==> src/rtl/lcdq_pkg.sv <==
// Shared types and constants for the character-LCD command queue engine.
`timescale 1ns / 1ps

package lcdq_pkg;

    localparam int QUEUE_DEPTH = 32;
    localparam int QUEUE_IDX_W = (QUEUE_DEPTH > 1) ? $clog2(QUEUE_DEPTH) : 1;
    localparam int QUEUE_CNT_W = $clog2(QUEUE_DEPTH + 1);

    localparam int NIBBLE_W = 4;
    localparam int BYTE_W   = 2 * NIBBLE_W;
    localparam int ENTRY_W  = BYTE_W + 1;
    localparam int TYPE_BIT = BYTE_W;

    localparam int JOB_DEPTH = 2;
    localparam int JOB_PTR_W = $clog2(JOB_DEPTH);
    localparam int JOB_CNT_W = $clog2(JOB_DEPTH + 1);

    localparam logic [1:0] CMD_ENQ_INSTR = 2'd0;
    localparam logic [1:0] CMD_ENQ_DATA  = 2'd1;
    localparam logic [1:0] CMD_TICK      = 2'd2;

    localparam logic KIND_STATUS = 1'b0;
    localparam logic KIND_STROBE = 1'b1;
    localparam logic RW_WRITE    = 1'b0;
    localparam logic RW_READ     = 1'b1;
    localparam logic RS_INSTR    = 1'b0;

    typedef enum logic {
        JOB_ENQUEUE,
        JOB_TICK
    } job_kind_t;

    typedef struct packed {
        job_kind_t           kind;
        logic                entry_type;
        logic [BYTE_W-1:0]   data_byte;
        logic                busy_flag;
    } job_t;

    typedef enum logic [1:0] {
        ST_IDLE,
        ST_READ2,
        ST_HIGH,
        ST_LOW
    } back_state_t;

endpackage

==> src/rtl/lcdq_if.sv <==
// Handshake channel interfaces for command items and bus/status result items.
`timescale 1ns / 1ps

interface lcdq_in_if;
    logic       valid;
    logic       ready;
    logic [1:0] command;
    logic [7:0] data_byte;
    logic       busy_flag;

    modport source (output valid, output command, output data_byte, output busy_flag,
                    input ready);
    modport sink   (input valid, input command, input data_byte, input busy_flag,
                    output ready);
endinterface

interface lcdq_out_if;
    logic       valid;
    logic       ready;
    logic       result_kind;
    logic       enqueue_ok;
    logic       reg_select;
    logic       read_not_write;
    logic [3:0] nibble;
    logic       last;

    modport source (output valid, output result_kind, output enqueue_ok,
                    output reg_select, output read_not_write, output nibble,
                    output last, input ready);
    modport sink   (input valid, input result_kind, input enqueue_ok,
                    input reg_select, input read_not_write, input nibble,
                    input last, output ready);
endinterface

==> src/rtl/lcdq_front.sv <==
// Front end: accept command items, decode them into jobs, drop unused codes.
`timescale 1ns / 1ps

module lcdq_front
    import lcdq_pkg::*;
(
    lcdq_in_if.sink cmd,
    output logic    job_valid,
    input  logic    job_ready,
    output job_t    job
);

    logic is_enq;
    logic is_tick;

    assign is_enq  = (cmd.command == CMD_ENQ_INSTR) || (cmd.command == CMD_ENQ_DATA);
    assign is_tick = (cmd.command == CMD_TICK);

    // Every item waits for job space; an unused code is then taken and dropped.
    assign cmd.ready = job_ready;
    assign job_valid = cmd.valid && (is_enq || is_tick);

    always_comb
    begin
        job.kind       = is_tick ? JOB_TICK : JOB_ENQUEUE;
        job.entry_type = (cmd.command == CMD_ENQ_DATA);
        job.data_byte  = cmd.data_byte;
        job.busy_flag  = cmd.busy_flag;
    end

endmodule

==> src/rtl/lcdq_job_fifo.sv <==
// Short job queue between the front end and the bus sequencer.
`timescale 1ns / 1ps

module lcdq_job_fifo
    import lcdq_pkg::*;
(
    input  logic clk,
    input  logic rst_n,
    input  logic push_valid,
    output logic push_ready,
    input  job_t push_job,
    output logic pop_valid,
    input  logic pop_ready,
    output job_t pop_job
);

    job_t                 slot_reg [JOB_DEPTH];
    logic [JOB_PTR_W-1:0] wr_ptr_reg;
    logic [JOB_PTR_W-1:0] rd_ptr_reg;
    logic [JOB_CNT_W-1:0] count_reg;
    logic                 do_push;
    logic                 do_pop;

    assign push_ready = (count_reg != JOB_CNT_W'(JOB_DEPTH));
    assign pop_valid  = (count_reg != '0);
    assign pop_job    = slot_reg[rd_ptr_reg];
    assign do_push    = push_valid && push_ready;
    assign do_pop     = pop_valid && pop_ready;

    always_ff @(posedge clk or negedge rst_n)
    begin
        if (!rst_n)
        begin
            wr_ptr_reg <= '0;
            rd_ptr_reg <= '0;
            count_reg  <= '0;
        end
        else
        begin
            if (do_push)
                wr_ptr_reg <= (wr_ptr_reg == JOB_PTR_W'(JOB_DEPTH - 1)) ? '0 : wr_ptr_reg + 1'b1;
            if (do_pop)
                rd_ptr_reg <= (rd_ptr_reg == JOB_PTR_W'(JOB_DEPTH - 1)) ? '0 : rd_ptr_reg + 1'b1;
            if (do_push && !do_pop)
                count_reg <= count_reg + 1'b1;
            else if (do_pop && !do_push)
                count_reg <= count_reg - 1'b1;
        end
    end

    always_ff @(posedge clk)
    begin
        if (do_push)
            slot_reg[wr_ptr_reg] <= push_job;
    end

endmodule

==> src/rtl/lcdq_back.sv <==
// Back end: ring entry store and the display bus strobe sequencer.
`timescale 1ns / 1ps

module lcdq_back
    import lcdq_pkg::*;
(
    input  logic       clk,
    input  logic       rst_n,
    input  logic       job_valid,
    output logic       job_ready,
    input  job_t       job,
    lcdq_out_if.source res
);

    logic [ENTRY_W-1:0]     mem [QUEUE_DEPTH];
    logic [ENTRY_W-1:0]     rd_q;
    logic                   mem_we;
    logic                   mem_re;

    back_state_t            state_reg, state_next;
    logic [QUEUE_IDX_W-1:0] head_reg, head_next;
    logic [QUEUE_IDX_W-1:0] tail_reg, tail_next;
    logic [QUEUE_CNT_W-1:0] count_reg, count_next;
    logic                   busy_reg, busy_next;

    logic                   out_valid_reg, out_valid_next;
    logic                   kind_reg, kind_next;
    logic                   ok_reg, ok_next;
    logic                   rs_reg, rs_next;
    logic                   rw_reg, rw_next;
    logic [NIBBLE_W-1:0]    nib_reg, nib_next;
    logic                   last_reg, last_next;

    logic                   out_free;
    logic                   full;
    logic                   zero_data;

    assign out_free  = !out_valid_reg || res.ready;
    assign full      = (count_reg == QUEUE_CNT_W'(QUEUE_DEPTH));
    assign zero_data = rd_q[TYPE_BIT] && (rd_q[BYTE_W-1:0] == '0);

    assign res.valid          = out_valid_reg;
    assign res.result_kind    = kind_reg;
    assign res.enqueue_ok     = ok_reg;
    assign res.reg_select     = rs_reg;
    assign res.read_not_write = rw_reg;
    assign res.nibble         = nib_reg;
    assign res.last           = last_reg;

    always_ff @(posedge clk)
    begin
        if (mem_we)
            mem[tail_reg] <= {job.entry_type, job.data_byte};
        if (mem_re)
            rd_q <= mem[head_reg];
    end

    always_comb
    begin
        state_next     = state_reg;
        head_next      = head_reg;
        tail_next      = tail_reg;
        count_next     = count_reg;
        busy_next      = busy_reg;
        out_valid_next = out_valid_reg && !res.ready;
        kind_next      = kind_reg;
        ok_next        = ok_reg;
        rs_next        = rs_reg;
        rw_next        = rw_reg;
        nib_next       = nib_reg;
        last_next      = last_reg;
        job_ready      = 1'b0;
        mem_we         = 1'b0;
        mem_re         = 1'b0;

        case (state_reg)
            ST_IDLE:
            begin
                if (job_valid && out_free)
                begin
                    job_ready = 1'b1;
                    if (job.kind == JOB_ENQUEUE)
                    begin
                        out_valid_next = 1'b1;
                        kind_next      = KIND_STATUS;
                        ok_next        = !full;
                        rs_next        = RS_INSTR;
                        rw_next        = RW_WRITE;
                        nib_next       = '0;
                        last_next      = 1'b1;
                        if (!full)
                        begin
                            mem_we     = 1'b1;
                            tail_next  = (tail_reg == QUEUE_IDX_W'(QUEUE_DEPTH - 1)) ?
                                         '0 : tail_reg + 1'b1;
                            count_next = count_reg + 1'b1;
                        end
                    end
                    else if (count_reg != '0)
                    begin
                        // First busy-flag read strobe; fetch head entry meanwhile.
                        out_valid_next = 1'b1;
                        kind_next      = KIND_STROBE;
                        ok_next        = 1'b0;
                        rs_next        = RS_INSTR;
                        rw_next        = RW_READ;
                        nib_next       = '0;
                        last_next      = 1'b0;
                        mem_re         = 1'b1;
                        busy_next      = job.busy_flag;
                        state_next     = ST_READ2;
                    end
                end
            end
            ST_READ2:
            begin
                if (out_free)
                begin
                    out_valid_next = 1'b1;
                    kind_next      = KIND_STROBE;
                    ok_next        = 1'b0;
                    rs_next        = RS_INSTR;
                    rw_next        = RW_READ;
                    nib_next       = '0;
                    if (busy_reg)
                    begin
                        last_next  = 1'b1;
                        state_next = ST_IDLE;
                    end
                    else
                    begin
                        head_next  = (head_reg == QUEUE_IDX_W'(QUEUE_DEPTH - 1)) ?
                                     '0 : head_reg + 1'b1;
                        count_next = count_reg - 1'b1;
                        last_next  = zero_data;
                        state_next = zero_data ? ST_IDLE : ST_HIGH;
                    end
                end
            end
            ST_HIGH:
            begin
                if (out_free)
                begin
                    out_valid_next = 1'b1;
                    kind_next      = KIND_STROBE;
                    ok_next        = 1'b0;
                    rs_next        = rd_q[TYPE_BIT];
                    rw_next        = RW_WRITE;
                    nib_next       = rd_q[BYTE_W-1:NIBBLE_W];
                    last_next      = 1'b0;
                    state_next     = ST_LOW;
                end
            end
            ST_LOW:
            begin
                if (out_free)
                begin
                    out_valid_next = 1'b1;
                    kind_next      = KIND_STROBE;
                    ok_next        = 1'b0;
                    rs_next        = rd_q[TYPE_BIT];
                    rw_next        = RW_WRITE;
                    nib_next       = rd_q[NIBBLE_W-1:0];
                    last_next      = 1'b1;
                    state_next     = ST_IDLE;
                end
            end
            default:
            begin
                state_next = ST_IDLE;
            end
        endcase
    end

    always_ff @(posedge clk or negedge rst_n)
    begin
        if (!rst_n)
        begin
            state_reg     <= ST_IDLE;
            head_reg      <= '0;
            tail_reg      <= '0;
            count_reg     <= '0;
            out_valid_reg <= 1'b0;
        end
        else
        begin
            state_reg     <= state_next;
            head_reg      <= head_next;
            tail_reg      <= tail_next;
            count_reg     <= count_next;
            out_valid_reg <= out_valid_next;
        end
    end

    always_ff @(posedge clk)
    begin
        busy_reg <= busy_next;
        kind_reg <= kind_next;
        ok_reg   <= ok_next;
        rs_reg   <= rs_next;
        rw_reg   <= rw_next;
        nib_reg  <= nib_next;
        last_reg <= last_next;
    end

endmodule

==> src/rtl/char_lcd_command_queue_engine_top.sv <==
// Top level of the character-LCD command queue engine (4-bit bus, ring queue).
`timescale 1ns / 1ps

// Channel  Dir  Payload                                              Accepted when
// -------  ---  ---------------------------------------------------  -------------------
// cmd      in   command, data_byte, busy_flag                        cmd.valid & cmd.ready
// res      out  result_kind, enqueue_ok, reg_select, read_not_write,  res.valid & res.ready
//               nibble, last
//
// An enqueue item yields one status result, registered as the item leaves the job queue.
// A tick yields up to four strobes, one per cycle unless res stalls, set by the back-end
// sequencer that drives the single output register; a tick on an empty queue yields none.
// The front takes one item per cycle until the two-entry job queue fills, so the
// front keeps accepting while the back waits on a stalled result.
// rst_n clears the queue pointers, fill count, job queue and output valid at once;
// entry contents are never cleared and are read only after being written.

module char_lcd_command_queue_engine_top
    import lcdq_pkg::*;
(
    input  logic       clk,
    input  logic       rst_n,
    lcdq_in_if.sink    cmd,
    lcdq_out_if.source res
);

    // Decoded jobs from the front end into the job queue.
    logic front_valid;
    logic front_ready;
    job_t front_job;

    // Jobs out of the job queue into the bus sequencer.
    logic back_valid;
    logic back_ready;
    job_t back_job;

    lcdq_front u_front (
        .cmd       (cmd),
        .job_valid (front_valid),
        .job_ready (front_ready),
        .job       (front_job)
    );

    lcdq_job_fifo u_job_fifo (
        .clk        (clk),
        .rst_n      (rst_n),
        .push_valid (front_valid),
        .push_ready (front_ready),
        .push_job   (front_job),
        .pop_valid  (back_valid),
        .pop_ready  (back_ready),
        .pop_job    (back_job)
    );

    lcdq_back u_back (
        .clk       (clk),
        .rst_n     (rst_n),
        .job_valid (back_valid),
        .job_ready (back_ready),
        .job       (back_job),
        .res       (res)
    );

`ifndef SYNTH
    // A status result stands alone and drives nothing onto the bus.
    a_status_alone: assert property (@(posedge clk) disable iff (!rst_n)
        res.valid && (res.result_kind == KIND_STATUS) |->
            res.last && (res.read_not_write == RW_WRITE) && (res.nibble == '0)
            && (res.reg_select == RS_INSTR))
        else $error("status result malformed");

    // Busy-flag reads use the instruction register and leave the data lines at zero.
    a_read_strobe: assert property (@(posedge clk) disable iff (!rst_n)
        res.valid && (res.result_kind == KIND_STROBE) && (res.read_not_write == RW_READ) |->
            (res.reg_select == RS_INSTR) && (res.nibble == '0) && !res.enqueue_ok)
        else $error("read strobe malformed");

    // A taken high nibble is followed at once by its low nibble with the same RS.
    a_low_follows_high: assert property (@(posedge clk) disable iff (!rst_n)
        res.valid && res.ready && (res.result_kind == KIND_STROBE)
        && (res.read_not_write == RW_WRITE) && !res.last |=>
            res.valid && (res.result_kind == KIND_STROBE)
            && (res.read_not_write == RW_WRITE) && res.last && $stable(res.reg_select))
        else $error("low nibble did not follow high nibble");

    // A job never leaves the job queue when it is empty.
    a_no_empty_pop: assert property (@(posedge clk) disable iff (!rst_n)
        back_ready |-> back_valid)
        else $error("job taken from empty queue");
`endif

endmodule

==> src/flat_wrapper.sv <==
// flat-port wrapper written by rule: the top's interface ports become plain ports
module char_lcd_command_queue_engine_top_flat import lcdq_pkg::*;
  (clk, rst_n, cmd_valid, cmd_command, cmd_data_byte, cmd_busy_flag, cmd_ready, res_valid, res_result_kind, res_enqueue_ok, res_reg_select, res_read_not_write, res_nibble, res_last, res_ready);
  lcdq_in_if cmd_i ();
  lcdq_out_if res_i ();
  input  logic clk;
  input  logic rst_n;
  input wire logic [$bits(cmd_i.valid)-1:0] cmd_valid;
  input wire logic [$bits(cmd_i.command)-1:0] cmd_command;
  input wire logic [$bits(cmd_i.data_byte)-1:0] cmd_data_byte;
  input wire logic [$bits(cmd_i.busy_flag)-1:0] cmd_busy_flag;
  output wire logic [$bits(cmd_i.ready)-1:0] cmd_ready;
  output wire logic [$bits(res_i.valid)-1:0] res_valid;
  output wire logic [$bits(res_i.result_kind)-1:0] res_result_kind;
  output wire logic [$bits(res_i.enqueue_ok)-1:0] res_enqueue_ok;
  output wire logic [$bits(res_i.reg_select)-1:0] res_reg_select;
  output wire logic [$bits(res_i.read_not_write)-1:0] res_read_not_write;
  output wire logic [$bits(res_i.nibble)-1:0] res_nibble;
  output wire logic [$bits(res_i.last)-1:0] res_last;
  input wire logic [$bits(res_i.ready)-1:0] res_ready;
  assign cmd_i.valid = cmd_valid;
  assign cmd_i.command = cmd_command;
  assign cmd_i.data_byte = cmd_data_byte;
  assign cmd_i.busy_flag = cmd_busy_flag;
  assign cmd_ready = cmd_i.ready;
  assign res_valid = res_i.valid;
  assign res_result_kind = res_i.result_kind;
  assign res_enqueue_ok = res_i.enqueue_ok;
  assign res_reg_select = res_i.reg_select;
  assign res_read_not_write = res_i.read_not_write;
  assign res_nibble = res_i.nibble;
  assign res_last = res_i.last;
  assign res_i.ready = res_ready;
  char_lcd_command_queue_engine_top u_core (.clk(clk), .rst_n(rst_n), .cmd(cmd_i), .res(res_i));
endmodule
==> config.mk <==
export PLATFORM = sky130hd
export DESIGN_NAME = char_lcd_command_queue_engine_top_flat
export DESIGN_NICKNAME = d
export VERILOG_FILES = /design/src/rtl/lcdq_pkg.sv /design/src/rtl/lcdq_if.sv /design/src/rtl/lcdq_front.sv /design/src/rtl/lcdq_job_fifo.sv /design/src/rtl/lcdq_back.sv /design/src/rtl/char_lcd_command_queue_engine_top.sv /design/src/flat_wrapper.sv
export SDC_FILE = /design/constraint.sdc
export NUM_CORES = 1
export LEC_CHECK = 0
export BUFFER_PORTS_ARGS = -buffer_cell sky130_fd_sc_hd__clkbuf_2
export CAP_MARGIN = 20
export CORE_AREA = 2 2 240 242
export CTS_BUF_LIST = sky130_fd_sc_hd__clkbuf_8
export DETAILED_ROUTE_END_ITERATION = 8
export DIE_AREA = 0 0 242 244
export GPL_ROUTABILITY_DRIVEN = 0
export PLACE_DENSITY_LB_ADDON = 0.15
export SYNTH_ARGS = -nofsm -noshare
export SYNTH_HDL_FRONTEND = slang
export SYNTH_SLANG_ARGS = --single-unit
==> constraint.sdc <==
create_clock -name clk -period 2.7 [get_ports clk]
set_input_delay 0.54 -clock clk [delete_from_list [all_inputs] [get_ports clk]]
set_output_delay 0.54 -clock clk [all_outputs]
set_load 0.03 [all_outputs]
==> key figures, run 1 <==
Timing
  • Hold Fails Final Rpt: 0
  • Final count of negative-setup-slack endpoints: 0
  • Count of pins over their slew limit: 0
  • Relative slew slack: 42.9%
  • Peak clock frequency supported by timing: 0.392 GHz
  • Summed negative setup slack over all endpoints: 0 ns
  • Worst slew pin tran: 0.857 ns
  • Share of the clock period used by the worst path after layout: 94.6%
  • Worst Skew: 0.0360 ns
  • Setup repair after global routing missed its margin: no
  • Time the final worst path needs with I/O delays and setup: 2.55 ns

Die
  • Die span in x: 242 um
  • Boundary pin count: 26
  • Core outline area: 56200 um^2
  • Total number of placement rows: 87
  • Area of the die: 59000 um^2
  • Starting Density: 24.9%
  • Chip Height: 244 um

Yosys
  • Yosys synthesis warning count: 0
  • Post-synth top flop: sky130_fd_sc_hd__edfxtp_1
  • Proportion of synthesized chip area in sequential cells: 74.6%
  • Area contributors post-synth: sky130_fd_sc_hd__edfxtp_1, sky130_fd_sc_hd__mux4_2, sky130_fd_sc_hd__dfrtp_1, sky130_fd_sc_hd__mux2i_1, sky130_fd_sc_hd__mux2_2
  • Cell count after synthesis: 735
  • Synthesized Nets: 759
  • Post-synthesis register bit count: 352
  • Async S/R FF share, synth: 6.53%
  • Area of the mapped netlist: 14000 um^2
  • Post-synth EDFFs: 329
  • Synthesized area per cell: 19.1 um^2
  • Synth area leader: sky130_fd_sc_hd__edfxtp_1
  • Number of different library cells in the post-synthesis netlist: 56
  • Area share of the leading cell type in the synthesized netlist: 70.5%

Finish
  • Count of nets after finishing: 892
  • Layout area overhead: 19.4%
  • Largest register FFs: 288
  • Share of final-layout standard cells stronger than drive strength 1: 27.9%

Status
  • Result of the run: completed

Clocking
  • CTS tree: yes
  • Htree depth: 2
  • Post-CTS Resized: 0
  • CTS sink count: 352
  • Skew-Pair Late Insertion Delay: 0.66 ns
  • Number of hold buffers added after CTS: 1
  • Number of CTS-inserted buffers: 61
  • Root Buffer Master: sky130_fd_sc_hd__clkbuf_8
  • Clock transition at the register clock pins on the worst setup and hold paths after CTS: 0.06 ns
  • Number of setup buffers added after CTS: 0
  • Buffer levels on the longest clock path: 3

Pwr
  • Combinational power share: 28.5%
  • Switching share of total power: 32.5%
  • Share of power burned in registers: 44.2%
  • Internal power: 11.3 mW
  • Share of total power in the clock network: 27.2%
  • Power dissipated by switching net loads: 5.46 mW
  • Leak pwr: 5.57 nW
  • Worst vdd ir: 0.000337 V
  • PD cells: 1000 nW/um^2
  • Overall Power: 16.8 mW

GRT
  • Total grt overflow: 0
  • Maximum number of pins on one net before global-route repair: 34
  • GRT Overall Usage: 12.4%
  • Vias in the first global route: 7564
  • First-pass GRT wire length: 53.5 mm
  • Initial antenna violation count: 1

Setup path
  • Cell depth of the worst flop-to-flop path: 4
  • CP max FO: 18
  • Startpoint class of the critical path: register
  • Category of the worst setup path capture point: register
  • Data arrival, critical path: 2.90 ns
  • Required @ worst endpoint: 3.05 ns
  • Startpoint-to-endpoint class of the critical path: reg2reg

Drt
  • Antenna Violating Nets Remaining: 0
  • Routed met2 length: 17.2 mm
  • Routed WL per cell: 21.7 um
  • DRC: 0
  • Number of detailed-route iterations in the first pass: 5
  • DR vias/cell: 4.34
  • Total vias in the final route: 7279
  • Max Used Layer: met4
  • Sum of routed wire segments on met1: 17.1 mm
  • Number of DRC markers in iteration 0: 528
  • Total length of routed wires: 36.4 mm
  • Detail Route met3 WL: 1.44 mm

Hold path
  • Hold Path Cell Cnt: 1
  • Class of the tightest hold or removal check: in2reg

Placed design
  • HPWL after detailed placement: 23.1 mm
  • Number of buffers added on ports: 25

Run
  • Number of maximum-capacitance constraint violations: 0
## power groups by stage
stage | registers [mW] | clock network (mW) | logic, mW
CTS | 7.45 | 4.77 | 4.93
global placement | 7.56 | 0 | 4.94
finish | 7.43 | 4.58 | 4.80
floorplan | 7.42 | 0 | 2.97
global route | 7.49 | 5.01 | 5.21
detailed placement | 7.56 | 0 | 4.93
## critical path, stage by stage, from the launching register on
cell and delay (ns):
sky130_fd_sc_hd__dfrtp_4 0.69, sky130_fd_sc_hd__buf_4 0.29, sky130_fd_sc_hd__mux4_2 0.52, sky130_fd_sc_hd__a22oi_1 0.58
sky130_fd_sc_hd__a22oi_1 0.16
## routing by layer
layer  GRT usage, %  up-vias
met3           2.75       50
met4           3.45        0
met2           20.1      138
met5              0        -
li1               -     3284
met1           16.8     3807
## cells in the final DEF (no fill, tap or decap), types with 5 or more instances in the layout
| cell | synthesis | final |
|---|---|---|
| sky130_fd_sc_hd__a21oi_1 | 17 | 17 |
| sky130_fd_sc_hd__a22o_1 | 8 | 8 |
| sky130_fd_sc_hd__a22oi_1 | 9 | 9 |
| sky130_fd_sc_hd__buf_12 | 0 | 6 |
| sky130_fd_sc_hd__buf_4 | 4 | 75 |
| sky130_fd_sc_hd__clkbuf_2 | 0 | 25 |
| sky130_fd_sc_hd__clkbuf_8 | 0 | 66 |
| sky130_fd_sc_hd__clkinv_1 | 0 | 16 |
| sky130_fd_sc_hd__clkinv_2 | 0 | 5 |
| sky130_fd_sc_hd__dfrtp_1 | 23 | 21 |
| sky130_fd_sc_hd__edfxtp_1 | 329 | 329 |
| sky130_fd_sc_hd__ha_1 | 9 | 9 |
| sky130_fd_sc_hd__inv_1 | 5 | 29 |
| sky130_fd_sc_hd__mux2_2 | 15 | 15 |
| sky130_fd_sc_hd__mux2i_1 | 41 | 41 |
| sky130_fd_sc_hd__mux4_2 | 50 | 50 |
| sky130_fd_sc_hd__nand2_1 | 11 | 11 |
| sky130_fd_sc_hd__nand2b_1 | 6 | 6 |
| sky130_fd_sc_hd__nand3_1 | 13 | 13 |
| sky130_fd_sc_hd__nand3b_1 | 9 | 9 |
| sky130_fd_sc_hd__nor2_1 | 41 | 41 |
| sky130_fd_sc_hd__nor2b_1 | 9 | 9 |
| sky130_fd_sc_hd__nor3_1 | 7 | 7 |
| sky130_fd_sc_hd__nor4_1 | 5 | 5 |
| sky130_fd_sc_hd__o21ai_0 | 7 | 7 |
| sky130_fd_sc_hd__o221ai_1 | 13 | 13 |
| sky130_fd_sc_hd__o22ai_1 | 7 | 7 |
| sky130_fd_sc_hd__xnor2_1 | 9 | 9 |
## cell families (layout without fill, tap and decap cells)
group	Yosys count	after routing	synth area share, %
flops	352	352	74.6
simple gates	127	127	4.98
mux	110	110	12.9
compound gates	83	83	4.30
buf+inv	43	227	1.66
xor+xnor	11	11	0.688
fa+ha+maj	9	9	0.804
other cells	0	1	0
## final cells by class
cell class,instances,area [um^2]
fillers,5603,39400
flip-flops and latches,352,10500
multi-input cells,340,3320
well taps,756,946
clock buffers,66,908
repair buffers,107,818
clock inverters,48,243
inverters,6,22.5
diodes,1,2.50
## stage by stage
stage / utilization (%) / setup WS [ns] / std cells / hold WS [ns] / instance area (um^2)
2_1_floorplan: - / 0.333 / 735 / 0.244 / 14000
3_3_place_gp: 27.7 / 0.139 / 1560 / 0.477 / 15600
3_5_place_dp: 27.7 / 0.130 / 1560 / 0.478 / 15600
4_1_cts: 29.8 / 0.118 / 1675 / 0.00894 / 16700
5_1_grt: 29.8 / 0.0475 / 1676 / 0.0169 / 16700
6_report: 29.8 / 0.146 / 1676 / 0.0743 / 16700
## cell usage after synthesis, drive strengths merged, types with 7 or more instances
| master | instances |
|---|---|
| a21oi | 17 |
| a22o | 8 |
| a22oi | 9 |
| buf | 24 |
| clkbuf | 13 |
| dfrtp | 23 |
| edfxtp | 329 |
| ha | 9 |
| mux2 | 15 |
| mux2i | 41 |
| mux4 | 54 |
| nand2 | 12 |
| nand3 | 13 |
| nand3b | 9 |
| nor2 | 41 |
| nor2b | 9 |
| nor3 | 7 |
| o21ai | 9 |
| o221ai | 13 |
| o22ai | 7 |
| xnor2 | 9 |
## path summary, 6_finish.rpt
kind / startpoint / endpoint / slack, ns
setup / recovery: u_core.u_back.head_reg[0] / u_core.u_back.rd_q[7] / 0.15
hold / removal: cmd_data_byte[5] / u_core.u_job_fifo.slot_reg[0][6] / 0.07
setup reg to reg: u_core.u_back.head_reg[0] / u_core.u_back.rd_q[7] / 0.15
hold reg to reg: u_core.u_back.count_reg[5] / u_core.u_back.count_reg[5] / 0.49
max in group asynchronous: rst_n / u_core.u_back.head_reg[0] / 1.69
min in group asynchronous: rst_n / u_core.u_job_fifo.wr_ptr_reg / 0.46
Power figures use the tool's default switching activity.
==> run 2, diff against run 1 <==
--- a/config.mk
+++ b/config.mk
@@ -5,12 +5,13 @@
 export SDC_FILE = /design/constraint.sdc
 export NUM_CORES = 1
 export LEC_CHECK = 0
+export ABC_AREA = 1
 export BUFFER_PORTS_ARGS = -buffer_cell sky130_fd_sc_hd__clkbuf_2
 export CAP_MARGIN = 20
-export CORE_AREA = 2 2 240 242
+export CORE_AREA = 2 2 245 247
 export CTS_BUF_LIST = sky130_fd_sc_hd__clkbuf_8
 export DETAILED_ROUTE_END_ITERATION = 8
-export DIE_AREA = 0 0 242 244
+export DIE_AREA = 0 0 247 249
 export GPL_ROUTABILITY_DRIVEN = 0
 export PLACE_DENSITY_LB_ADDON = 0.15
 export SYNTH_ARGS = -nofsm -noshare
==> key figures, run 2 <==
Status
  • Result of the run: completed

Setup path
  • Worst reg2reg endpoint: u_core.u_back.rd_q[0]
  • Startpoint class of the critical path: register
  • CP max FO: 26 (+8)
  • Cell depth of the worst flop-to-flop path: 9 (+5)
  • Slowest library cell on the worst path: sky130_fd_sc_hd__inv_2
  • Required @ worst endpoint: 3.11 ns (+0.06 ns)
  • Max incr delay on CP: 0.52 ns (-0.17 ns)
  • List of cells traversed by the critical path: inv_2 -> buf_4 -> nor2_1 -> o21ai_0 -> o21ai_0 -> a21oi_1 -> nand2_1 -> nand2_1 -> inv_1
  • Category of the worst setup path capture point: register
  • Data arrival, critical path: 2.75 ns (-0.15 ns)
  • Startpoint-to-endpoint class of the critical path: reg2reg
  • Launching point of the worst reg2reg path: u_core.u_back.head_reg[1]
  • Slack of the worst reg-to-reg path: 0.36 ns (+0.21 ns)

Yosys
  • Post-synthesis register bit count: 352 (unchanged)
  • Area of the mapped netlist: 14500 um^2 (+3.7%)
  • Area contributors post-synth: sky130_fd_sc_hd__edfxtp_1, sky130_fd_sc_hd__nor2_1, sky130_fd_sc_hd__nand2_1, sky130_fd_sc_hd__o21ai_0, sky130_fd_sc_hd__dfrtp_1
  • Post-synth top flop: sky130_fd_sc_hd__edfxtp_1
  • Yosys synthesis warning count: 0 (unchanged)
  • Post-synth EDFFs: 329 (unchanged)
  • Async S/R FF share, synth: 6.53% (unchanged)
  • Number of different library cells in the post-synthesis netlist: 28 (-50%)
  • Synthesized area per cell: 11.7 um^2 (-39%)
  • Commonest cells in the netlist: sky130_fd_sc_hd__edfxtp_1, sky130_fd_sc_hd__nor2_1, sky130_fd_sc_hd__nand2_1
  • Cell with the most instances after synthesis: sky130_fd_sc_hd__edfxtp_1
  • Area share of the leading cell type in the synthesized netlist: 68.0% (-2.5 points)
  • Cell count after synthesis: 1243 (+69%)
  • Synth area leader: sky130_fd_sc_hd__edfxtp_1
  • Synthesized Nets: 1267 (+67%)
  • Proportion of synthesized chip area in sequential cells: 72.0% (-2.7 points)

Drt
  • Total vias in the final route: 9527 (+31%)
  • DRC: 0 (unchanged)
  • DR vias/cell: 4.40 (+1.4%)
  • Number of detailed-route iterations in the first pass: 5 (unchanged)
  • Number of DRC markers in iteration 0: 767 (+45%)
  • Antenna Violating Nets Remaining: 0 (unchanged)
  • Total length of routed wires: 41.7 mm (+15%)
  • Routed WL per cell: 19.3 um (-11%)

Timing
  • Worst setup slack after layout: 0.361 ns (+0.214 ns)
  • Final count of negative-setup-slack endpoints: 0 (unchanged)
  • Share of the clock period used by the worst path after layout: 86.6% (-7.9 points)
  • Summed negative setup slack over all endpoints: 0 ns (unchanged)
  • Count of pins over their slew limit: 0 (unchanged)
  • Hold Fails Final Rpt: 0 (unchanged)
  • Time the final worst path needs with I/O delays and setup: 2.34 ns (-0.214 ns)
  • Worst Skew: 0.0294 ns (-0.00655 ns)
  • Relative slew slack: 49.4% (+6.5 points)
  • Setup repair after global routing missed its margin: no
  • Worst slew pin tran: 0.751 ns (-0.106 ns)
  • Fin Hold WS: 0.0962 ns (+0.0219 ns)
  • Peak clock frequency supported by timing: 0.428 GHz (+9.2%)

GRT
  • Total grt overflow: 0 (unchanged)
  • Routing usage on met1: 18.7% (+1.9 points)
  • Initial antenna violation count: 2 (+1)
  • Met2 track demand over resource: 22.0% (+2.0 points)
  • GRT Overall Usage: 13.7% (+1.3 points)
  • Fraction of met3 tracks used by global routing: 2.78% (+0.025 points)
  • First-pass GRT wire length: 63.2 mm (+18%)
  • Maximum number of pins on one net before global-route repair: 90 (+160%)
  • Vias in the first global route: 9967 (+32%)
  • Global route hottest layer: met2

Die
  • Starting Density: 24.8% (-0.19 points)
  • Boundary pin count: 26 (unchanged)
  • Area of the die: 61500 um^2 (+4.2%)
  • Total number of placement rows: 89 (+2.3%)
  • Die span in x: 247 um (+2.1%)
  • Chip Height: 249 um (+2.0%)
  • Core outline area: 58700 um^2 (+4.5%)

Pwr
  • Worst vdd ir: 0.000582 V (+73%)
  • Overall Power: 18.9 mW (+13%)
  • PD cells: 1110 nW/um^2 (+10%)
  • Leak pwr: 6.13 nW (+10%)

Placed design
  • DP Worst Slack: 0.331 ns (+0.201 ns)
  • Number of buffers added on ports: 25 (unchanged)
  • Post-placement cell area: 16000 um^2 (+2.6%)
  • Cell total after placement: 2051 (+31%)
  • HPWL after detailed placement: 24.7 mm (+6.8%)

Finish
  • Count of nets after finishing: 1365 (+53%)
  • Most common cell after layout, fill and taps aside: sky130_fd_sc_hd__edfxtp_1
  • Final core utilization: 29.1% (-0.66 points)
  • Commonest cells after routing, fill and taps aside: sky130_fd_sc_hd__edfxtp_1, sky130_fd_sc_hd__nor2_1, sky130_fd_sc_hd__nand2_1
  • Share of final-layout standard cells stronger than drive strength 1: 13.8% (-14 points)
  • Final design instance area without fill: 17100 um^2 (+2.2%)
  • Count of non-filler cells in the finished layout: 2164 (+29%)
  • Largest register FFs: 288 (unchanged)
  • Layout area overhead: 17.6%

Hold path
  • Hold Path Cell Cnt: 1 (unchanged)
  • End point of the worst hold path: u_core.u_job_fifo.slot_reg[1][7]
  • Class of the tightest hold or removal check: in2reg
  • Hold path startpoint: cmd_data_byte[6]

Clocking
  • Number of CTS-inserted buffers: 60 (-1.6%)
  • Post-CTS Resized: 0 (unchanged)
  • CTS tree: yes
  • Clock transition at the register clock pins on the worst setup and hold paths after CTS: 0.06 ns (about the same)
  • Root Buffer Master: sky130_fd_sc_hd__clkbuf_8
  • Buffer levels on the longest clock path: 3 (unchanged)
  • Htree depth: 2 (unchanged)
  • Skew-Pair Late Insertion Delay: 0.66 ns (about the same)
  • CTS sink count: 352 (unchanged)

Run
  • Number of maximum-capacitance constraint violations: 0 (unchanged)
-- run 2: cell count changes after synthesis, moves of 15 or more --
cell / change
sky130_fd_sc_hd__clkbuf_1: +15
sky130_fd_sc_hd__inv_1: +37
sky130_fd_sc_hd__nand2_1: +201
sky130_fd_sc_hd__mux2i_1: -41
sky130_fd_sc_hd__o21ai_0: +127
sky130_fd_sc_hd__mux4_2: -50
sky130_fd_sc_hd__nand3_1: +87
sky130_fd_sc_hd__o211ai_1: +31
sky130_fd_sc_hd__nor2_1: +180
sky130_fd_sc_hd__mux2_2: -15
-- run 2: how the worst max path moves through the flow --
stage,to,start,cells after the start,slack (ns)
2_1_floorplan,u_core.u_back.mem[31][0],u_core.u_back.res.valid,8,0.38
3_3_place_gp,u_core.u_back.mem[3][5],u_core.u_job_fifo.rd_ptr_reg,9,0.31
6_report,u_core.u_back.rd_q[0],u_core.u_back.head_reg[1],9,0.36
5_1_grt,u_core.u_back.mem[15][6],u_core.u_job_fifo.rd_ptr_reg,10,0.18
3_5_place_dp,u_core.u_back.mem[3][6],u_core.u_job_fifo.rd_ptr_reg,9,0.33
4_1_cts,u_core.u_back.rd_q[0],u_core.u_back.head_reg[1],9,0.32
-- run 2: cell families after synthesis --
kind of cell             synth area share [%]
AO/OA/AOI/OAI                            7.66
XOR/XNOR                                0.422
adder cells (fa/ha/maj)                 0.775
buffers and inverters                    3.37
flip-flops                               72.0
AND/OR/NAND/NOR                          15.8
-- run 2: timing repair --
| item | in CTS | in global routing |
|---|---|---|
| buffers inserted | 0 | 0 |
| endpoints found under the hold margin | 23 | 0 |
| hold buffers | 1 | 0 |
-- run 2: layout make-up --
type	count	area, um^2
Sequential cell	352	10500
Clock inverter	49	258
Multi-Input combinational cell	778	3580
Tap cell	773	967
Antenna cell	2	5.00
Clock buffer	61	840
Inverter	51	194
Fill cell	6069	41600
Timing Repair Buffer	98	776
-- run 2: report_power, final --
| group | switching, mW | total (mW) | leakage, nW | internal, mW |
|---|---|---|---|---|
| Combinational | 5.11 | 6.98 | 2.23 | 1.87 |
| Sequential | 0.295 | 7.43 | 3.26 | 7.14 |
| Clock | 2.23 | 4.51 | 0.642 | 2.28 |
-- run 2: routing by layer --
layer  routed length, um  vias to the layer above
met5                   0                        -
li1                    -                     4569
met2               19700                      184
met4                 887                        0
met3                1610                       63
met1               19600                     4711
-- run 2: critical path: cells and delay by family (launching register included) --
kind | cells | cell delay (ns)
and+or+nand+nor | 3 | 0.28
DFF | 1 | 0.43
AOI/OAI and AO/OA | 3 | 0.51
buffers and inverters | 3 | 0.86
